<file path="src/hw/rtl/mpts_pkg.sv">
// ---------------------------------------------------------------------------
// mpts_pkg: shared types and constants for the pulse train scheduler
// Holds result/request codes, the per-channel record layout, the
// controller/datapath command and status bundles, and a saturating adder.
// ---------------------------------------------------------------------------
package mpts_pkg;

   localparam int TIME_W   = 48;
   localparam int PERIOD_W = 24;
   localparam int EDGE_W   = 7;

   // request limits and levels
   localparam logic [7:0]          MAX_PULSES = 8'd50;
   localparam logic [15:0]         MAX_MS     = 16'd10000;
   localparam logic [5:0]          ON_LEVEL   = 6'd60;
   localparam logic [5:0]          OFF_LEVEL  = 6'd0;
   localparam logic [9:0]          US_PER_MS  = 10'd1000;
   localparam logic [PERIOD_W-1:0] HOLD_RESET = 24'd5000000;

   // results per tick, and number of devices covered by the mask register
   localparam logic [5:0] MAX_RES   = 6'd32;
   localparam logic [3:0] MASK_DEVS = 4'd4;

   // input item kinds
   localparam logic REQ_SET  = 1'b0;
   localparam logic REQ_TICK = 1'b1;

   // result kinds
   localparam logic [1:0] RES_STATUS   = 2'd0;
   localparam logic [1:0] RES_FORCE_ON = 2'd1;
   localparam logic [1:0] RES_LEVEL    = 2'd2;

   // status codes
   localparam logic ST_ACCEPT = 1'b0;
   localparam logic ST_REJECT = 1'b1;

   // configuration register indexes
   localparam logic CSR_ACTIVE_MASK = 1'b0;
   localparam logic CSR_HOLD_DELAY  = 1'b1;

   // per-channel record stored in the channel memory
   typedef struct packed {
      logic [EDGE_W-1:0]   rem_edges;
      logic [PERIOD_W-1:0] period_us;
      logic [TIME_W-1:0]   start_time;
      logic [TIME_W-1:0]   next_change;
   } chan_entry_type;

   // controller to datapath
   typedef struct packed {
      logic capture;
      logic set_check;
      logic set_load;
      logic set_store;
      logic walk_step;
      logic walk_finish;
   } dp_cmd_type;

   // datapath to controller
   typedef struct packed {
      logic set_reject;
      logic walk_done;
   } dp_sts_type;

   // 48-bit add that saturates at all ones
   function automatic logic [TIME_W-1:0] sat_add48(input logic [TIME_W-1:0] a,
                                                   input logic [TIME_W-1:0] b);
      logic [TIME_W:0] sum;
      sum = {1'b0, a} + {1'b0, b};
      return sum[TIME_W] ? {TIME_W{1'b1}} : sum[TIME_W-1:0];
   endfunction

endpackage

</file>
<file path="src/hw/rtl/mpts_ctrl.sv">
// ---------------------------------------------------------------------------
// mpts_ctrl: sequencing state machine
// Accepts items, runs a set request through check/load/store (a rejected one
// stops at check) and a tick's channel walk until the datapath reports it done.
// ---------------------------------------------------------------------------
module mpts_ctrl (
   input  logic                  clock,
   input  logic                  reset,
   input  logic                  start,
   input  logic                  req_kind,
   output logic                  busy,
   output mpts_pkg::dp_cmd_type  cmd,
   input  mpts_pkg::dp_sts_type  sts
);
   import mpts_pkg::*;

   typedef enum logic [2:0] {
      IDLE,
      SET_CHECK,
      SET_LOAD,
      SET_STORE,
      TICK_WALK
   } state_type;

   state_type state_ff, state_in;
   logic      busy_ff;

   // next state and commands
   always_comb begin
      state_in = state_ff;
      cmd      = '0;
      case (state_ff)
         IDLE: begin
            if (start) begin
               cmd.capture = 1'b1;
               state_in    = (req_kind == REQ_TICK) ? TICK_WALK : SET_CHECK;
            end
         end
         SET_CHECK: begin
            cmd.set_check = 1'b1;
            state_in      = sts.set_reject ? IDLE : SET_LOAD;
         end
         SET_LOAD: begin
            cmd.set_load = 1'b1;
            state_in     = SET_STORE;
         end
         SET_STORE: begin
            cmd.set_store = 1'b1;
            state_in      = IDLE;
         end
         TICK_WALK: begin
            cmd.walk_step = 1'b1;
            if (sts.walk_done) begin
               cmd.walk_finish = 1'b1;
               state_in        = IDLE;
            end
         end
         default: begin
            state_in = IDLE;
         end
      endcase
   end

   // state and registered busy
   always_ff @(posedge clock) begin
      if (reset) begin
         state_ff <= IDLE;
         busy_ff  <= 1'b0;
      end else begin
         state_ff <= state_in;
         busy_ff  <= (state_in != IDLE);
      end
   end

   assign busy = busy_ff;

endmodule

</file>
<file path="config.mk">
export PLATFORM = sky130hd
export DESIGN_NAME = mpts_ctrl
export DESIGN_NICKNAME = d
export VERILOG_FILES = /design/src/hw/rtl/mpts_pkg.sv /design/src/hw/rtl/mpts_ctrl.sv
export SDC_FILE = /design/constraint.sdc
export NUM_CORES = 1
export LEC_CHECK = 0
export ABC_AREA = 1
export BUFFER_PORTS_ARGS = -buffer_cell sky130_fd_sc_hd__buf_4
export CORE_AREA = 3 3 40 42
export CTS_CLUSTER_DIAMETER = 50
export DETAILED_ROUTE_END_ITERATION = 6
export DIE_AREA = 0 0 43 45
export PLACE_DENSITY = 0.45
export SETUP_SLACK_MARGIN = 0.3
export SLEW_MARGIN = 20
export SYNTH_ARGS = -nofsm -noshare
export SYNTH_HDL_FRONTEND = slang
export SYNTH_SLANG_ARGS = --single-unit
</file>
<file path="constraint.sdc">
create_clock -name clock -period 1.63 [get_ports clock]
set_clock_uncertainty 0.2 [all_clocks]
set_input_delay 0.326 -clock clock [delete_from_list [all_inputs] [get_ports clock]]
set_output_delay 0.326 -clock clock [all_outputs]
set_load 0.02 [all_outputs]
</file>
# Word level (Yosys, flattened, before mapping)
# Cells that the tools add are included.
# Widths: inputs -> output; s select.
[word_totals]
register_bits = 4
[op_classes]
eq_ne = 4
muxes = 12
n_reduce_logical = 2
[ops]
columns = ["cell", "count"]
rows = [
  ["$pmux 3 s4", 1],
  ["$mux 3", 3],
  ["$eq 3x2->1 const B", 2],
  ["$mux 1", 6],
  ["$mux 2", 2],
  ["$eq 3x1->1 const B", 1],
  ["$eq 3x3->1 const B", 1],
  ["$logic_not 3->1", 1],
  ["$reduce_bool 3->1", 1],
]

# Depth between registers and ports, before layout
[logic_depth]
ltp_word = 4
depth_mapped = 6
depth_no_buf = 6

# Worst setup path before layout
# No wires, ideal clock.
[synth_path]
path_type = "reg2out"
start = "reg state_ff[2]"
end = "out cmd[5] (netlist bit)"
arrival_ns = 1.096
path_slack_ns = 0.008
path_stages_with_launch = 3
n_path_buf = 1
path_cell_list = "dfxtp_1 > buf_6 > nor4_1"
[synth_lines]
columns = ["item", "line", "text"]
rows = [
  ["from (decl)", "mpts_ctrl.sv:25", "state_type state_ff, state_in;"],
  ["from (signal assigned)", "mpts_ctrl.sv:70", "state_ff <= state_in;"],
  ["to (decl)", "mpts_ctrl.sv:12", "output mpts_pkg::dp_cmd_type cmd,"],
]

==> results.sh <==
export IMPL_run_status="complete, no violations"
export IMPL_finalCriticalPeriod_ns=1.551
export IMPL_hold_path_class="in2reg"
export IMPL_grt_pass1_vias=255
export IMPL_worst_setup_path_end_kind="primary output"
export IMPL_numCtsBuffers=3
export IMPL_die_area_mm2=0.001935
export IMPL_critPathKind="reg2out"
export IMPL_cp_arrival_ns=1.02
export IMPL_critPathLaunchType="register"
export IMPL_antenna_cells=0
export IMPL_path_clk_slew_ns=0.04
export IMPL_initialDrtViolationCount=0
export IMPL_critical_path_cell_chain="nor4_4, buf_4"
export IMPL_synth_simple_gate_area_share_pct=45.92
export IMPL_power_density_mw_per_mm2=750.8
export IMPL_setup_tns_ns=0
export IMPL_grt_pass1_wl_um=952
export IMPL_syn_inst=38
export IMPL_fin_util_pct=33.89
export IMPL_routed_wl_met3_um=63
export IMPL_via_count=259
export IMPL_antenna_found_initial=0
export IMPL_clk_path_buf_depth=2
export IMPL_worstPathMaxFanout=4
export IMPL_syn_avg_cell_area_um2=6.454
export IMPL_synth_area_um2=245.2
export IMPL_final_nets=62
export IMPL_synth_seq_cells=4
export IMPL_cts_root_buffer="clkbuf_4"
export IMPL_multiInputGateArea_um2=152.6
export IMPL_dr_wl_met2_um=272
export IMPL_synth_top_family_by_area="simple AND/OR/NAND/NOR gates"
export IMPL_initial_core_util_pct=19.08
export IMPL_max_vdd_ir_drop_uv=510.3
export IMPL_die_h_um=45
export IMPL_switchingPower_uw=95.43
export IMPL_critPathSlowestCell="dfxtp_4"
export IMPL_cts_tree="built"
export IMPL_p_sw_share_pct=29.19
export IMPL_cp_top_family="flip-flops"
export IMPL_h_tree_depth=1
export IMPL_maxSlewViolCount=0
export IMPL_syn_num_nets=44
export IMPL_power_frac_seq_pct=35.7
export IMPL_fillers=141
export IMPL_pin_count=13
export IMPL_power_frac_clock_pct=37.0
export IMPL_core_area_mm2=0.001285
export IMPL_cts_sinks=4
export IMPL_combPwrFrac_pct=27.3
export IMPL_overflow=0
export IMPL_die_w_um=43
export IMPL_route_detailed_drc=0
export IMPL_wire_per_inst_um=8.493
export IMPL_clk_latency_ns=0.23
export IMPL_wl_met1_um=250
export IMPL_leakage_uw=0.0002452
export IMPL_synth_xor_xnor_area_share_pct=0
export IMPL_grtUsageTotal_pct=6.994
export IMPL_rsz0062_at_grt="true"
export IMPL_hold_viol_final=0
export IMPL_synth_compound_area_share_pct=0
export IMPL_crit_buf_inv=1
export IMPL_fin_crit_sh_pct=95.14
export IMPL_top_layer_used="met3"
export IMPL_fmax_mhz=644.9
export IMPL_yosysWarningCount=0
export IMPL_maxCapViolCount=0
export IMPL_first_pass_iters=1
export IMPL_gp_congestion=0.6567
export IMPL_row_count=13
export IMPL_regArea_um2=91.34
export IMPL_synthAdderAreaFrac_pct=0
export IMPL_drive_gt1_share_pct=64.81
export IMPL_setup_viol_count_final=0
export IMPL_synth_cell_types=13
export IMPL_p_total_uw=326.9
export IMPL_portBuffers=12
export IMPL_ant_nets=0
export IMPL_routed_wl_um=586
export IMPL_hpwl_um=436.5
export IMPL_grt_max_degree=9
export IMPL_syn_to_final_growth_pct=77.55
export IMPL_crit_required_ns=1.10
export IMPL_synthMuxAreaShare_pct=0
export IMPL_power_internal_uw=231.5
export IMPL_max_slew_margin_pct=87.40
export IMPL_tightest_slew_ns=0.1875
export IMPL_via_per_inst=3.754
export IMPL_yosysSeqAreaShare_pct=32.65
export IMPL_slowest_delay_ns=0.37
==> cell usage in the layout (no fill, tap or decap), types with 3 or more instances in the layout <==
master,instances
buf_4,13
clkbuf_4,3
dfxtp_4,3
inv_1,6
inv_2,5
nand2_1,5
nand3_1,3
nor2_1,4
nor2_4,3
==> tightest hold or removal path, delay by kind of cell <==
family                 cells  cell delay (ns)
and+or+nand+nor            2             0.12
buffers and inverters      2             0.11
==> layout make-up <==
type | instances | share of cell area (%)
Clock buffer | 3 | 5.172
Inverter | 11 | 9.483
Tap cell | 15 | 4.310
Multi-Input combinational cell | 22 | 35.06
Timing Repair Buffer | 14 | 25.00
Sequential cell | 4 | 20.98
==> power by group through the flow <==
stage                     clock network [uW]  registers, uW  logic, uW
after floorplan                            0            116       49.0
after global placement                     0            117       77.4
after detailed placement                   0            117       77.2
after CTS                                128            116       83.9
after global routing                     139            118       98.1
final                                    121            117       89.4
==> cell usage after synthesis <==
master / count / area share [%]
buf_6: 1 / 4.6
dfxtp_1: 4 / 33
inv_1: 7 / 11
inv_2: 4 / 6.1
nand2_1: 6 / 9.2
nand2_2: 1 / 2.6
nand3_1: 3 / 6.1
nand3_2: 1 / 4.1
nor2_1: 5 / 7.7
nor2_2: 2 / 5.1
nor2_4: 1 / 4.6
nor3_1: 2 / 4.1
nor4_1: 1 / 2.6
==> state kept, by name (all words and copies together) (netlist names) <==
signal    cells
busy          1
state_ff      3
==> logic make-up (layout without fill, tap and decap cells) <==
kind of cell | count (synthesis) | count (layout)
DFF | 4 | 4
buffers and inverters | 12 | 28
and+or+nand+nor | 22 | 22
==> timing repair <==
item | CTS | global route
setup endpoints to repair | 6 | 6
buffers inserted | 1 | 1
pin swaps | 1 | 1
resized for setup | 8 | 4
hold buffers | 0 | 0
==> layer usage <==
| metal | vias to the layer above | GRT usage (%) |
|---|---|---|
| li1 | 144 | - |
| met1 | 105 | 6.988 |
| met2 | 10 | 10.48 |
| met3 | 0 | 5.578 |
| met4 | 0 | 3.614 |
| met5 | - | 0 |
==> per-stage QoR <==
| stage | std cells | cell area (um^2) | hold slack, ns | setup slack [ns] |
|---|---|---|---|---|
| final | 69 | 435.4 | 0.1641 | 0.07927 |
| after floorplan | 38 | 264.0 | 0.3116 | 0.2290 |
| after global routing | 69 | 435.4 | 0.1592 | -0.009805 |
| after CTS | 68 | 409.1 | 0.1595 | 0.07247 |
| after global placement | 64 | 361.6 | 0.4227 | 0.2184 |
| after detailed placement | 64 | 361.6 | 0.4184 | 0.2262 |
==> final timing paths <==
path,start,to,slack [ns],depth (start not counted)
setup / recovery,state_ff[0],cmd[5],0.08,2
hold / removal,reset,state_ff[0],0.16,4
setup reg to reg,state_ff[1],busy,0.37,7
hold reg to reg,state_ff[1],state_ff[0],0.39,2
Power figures use the tool's default switching activity.
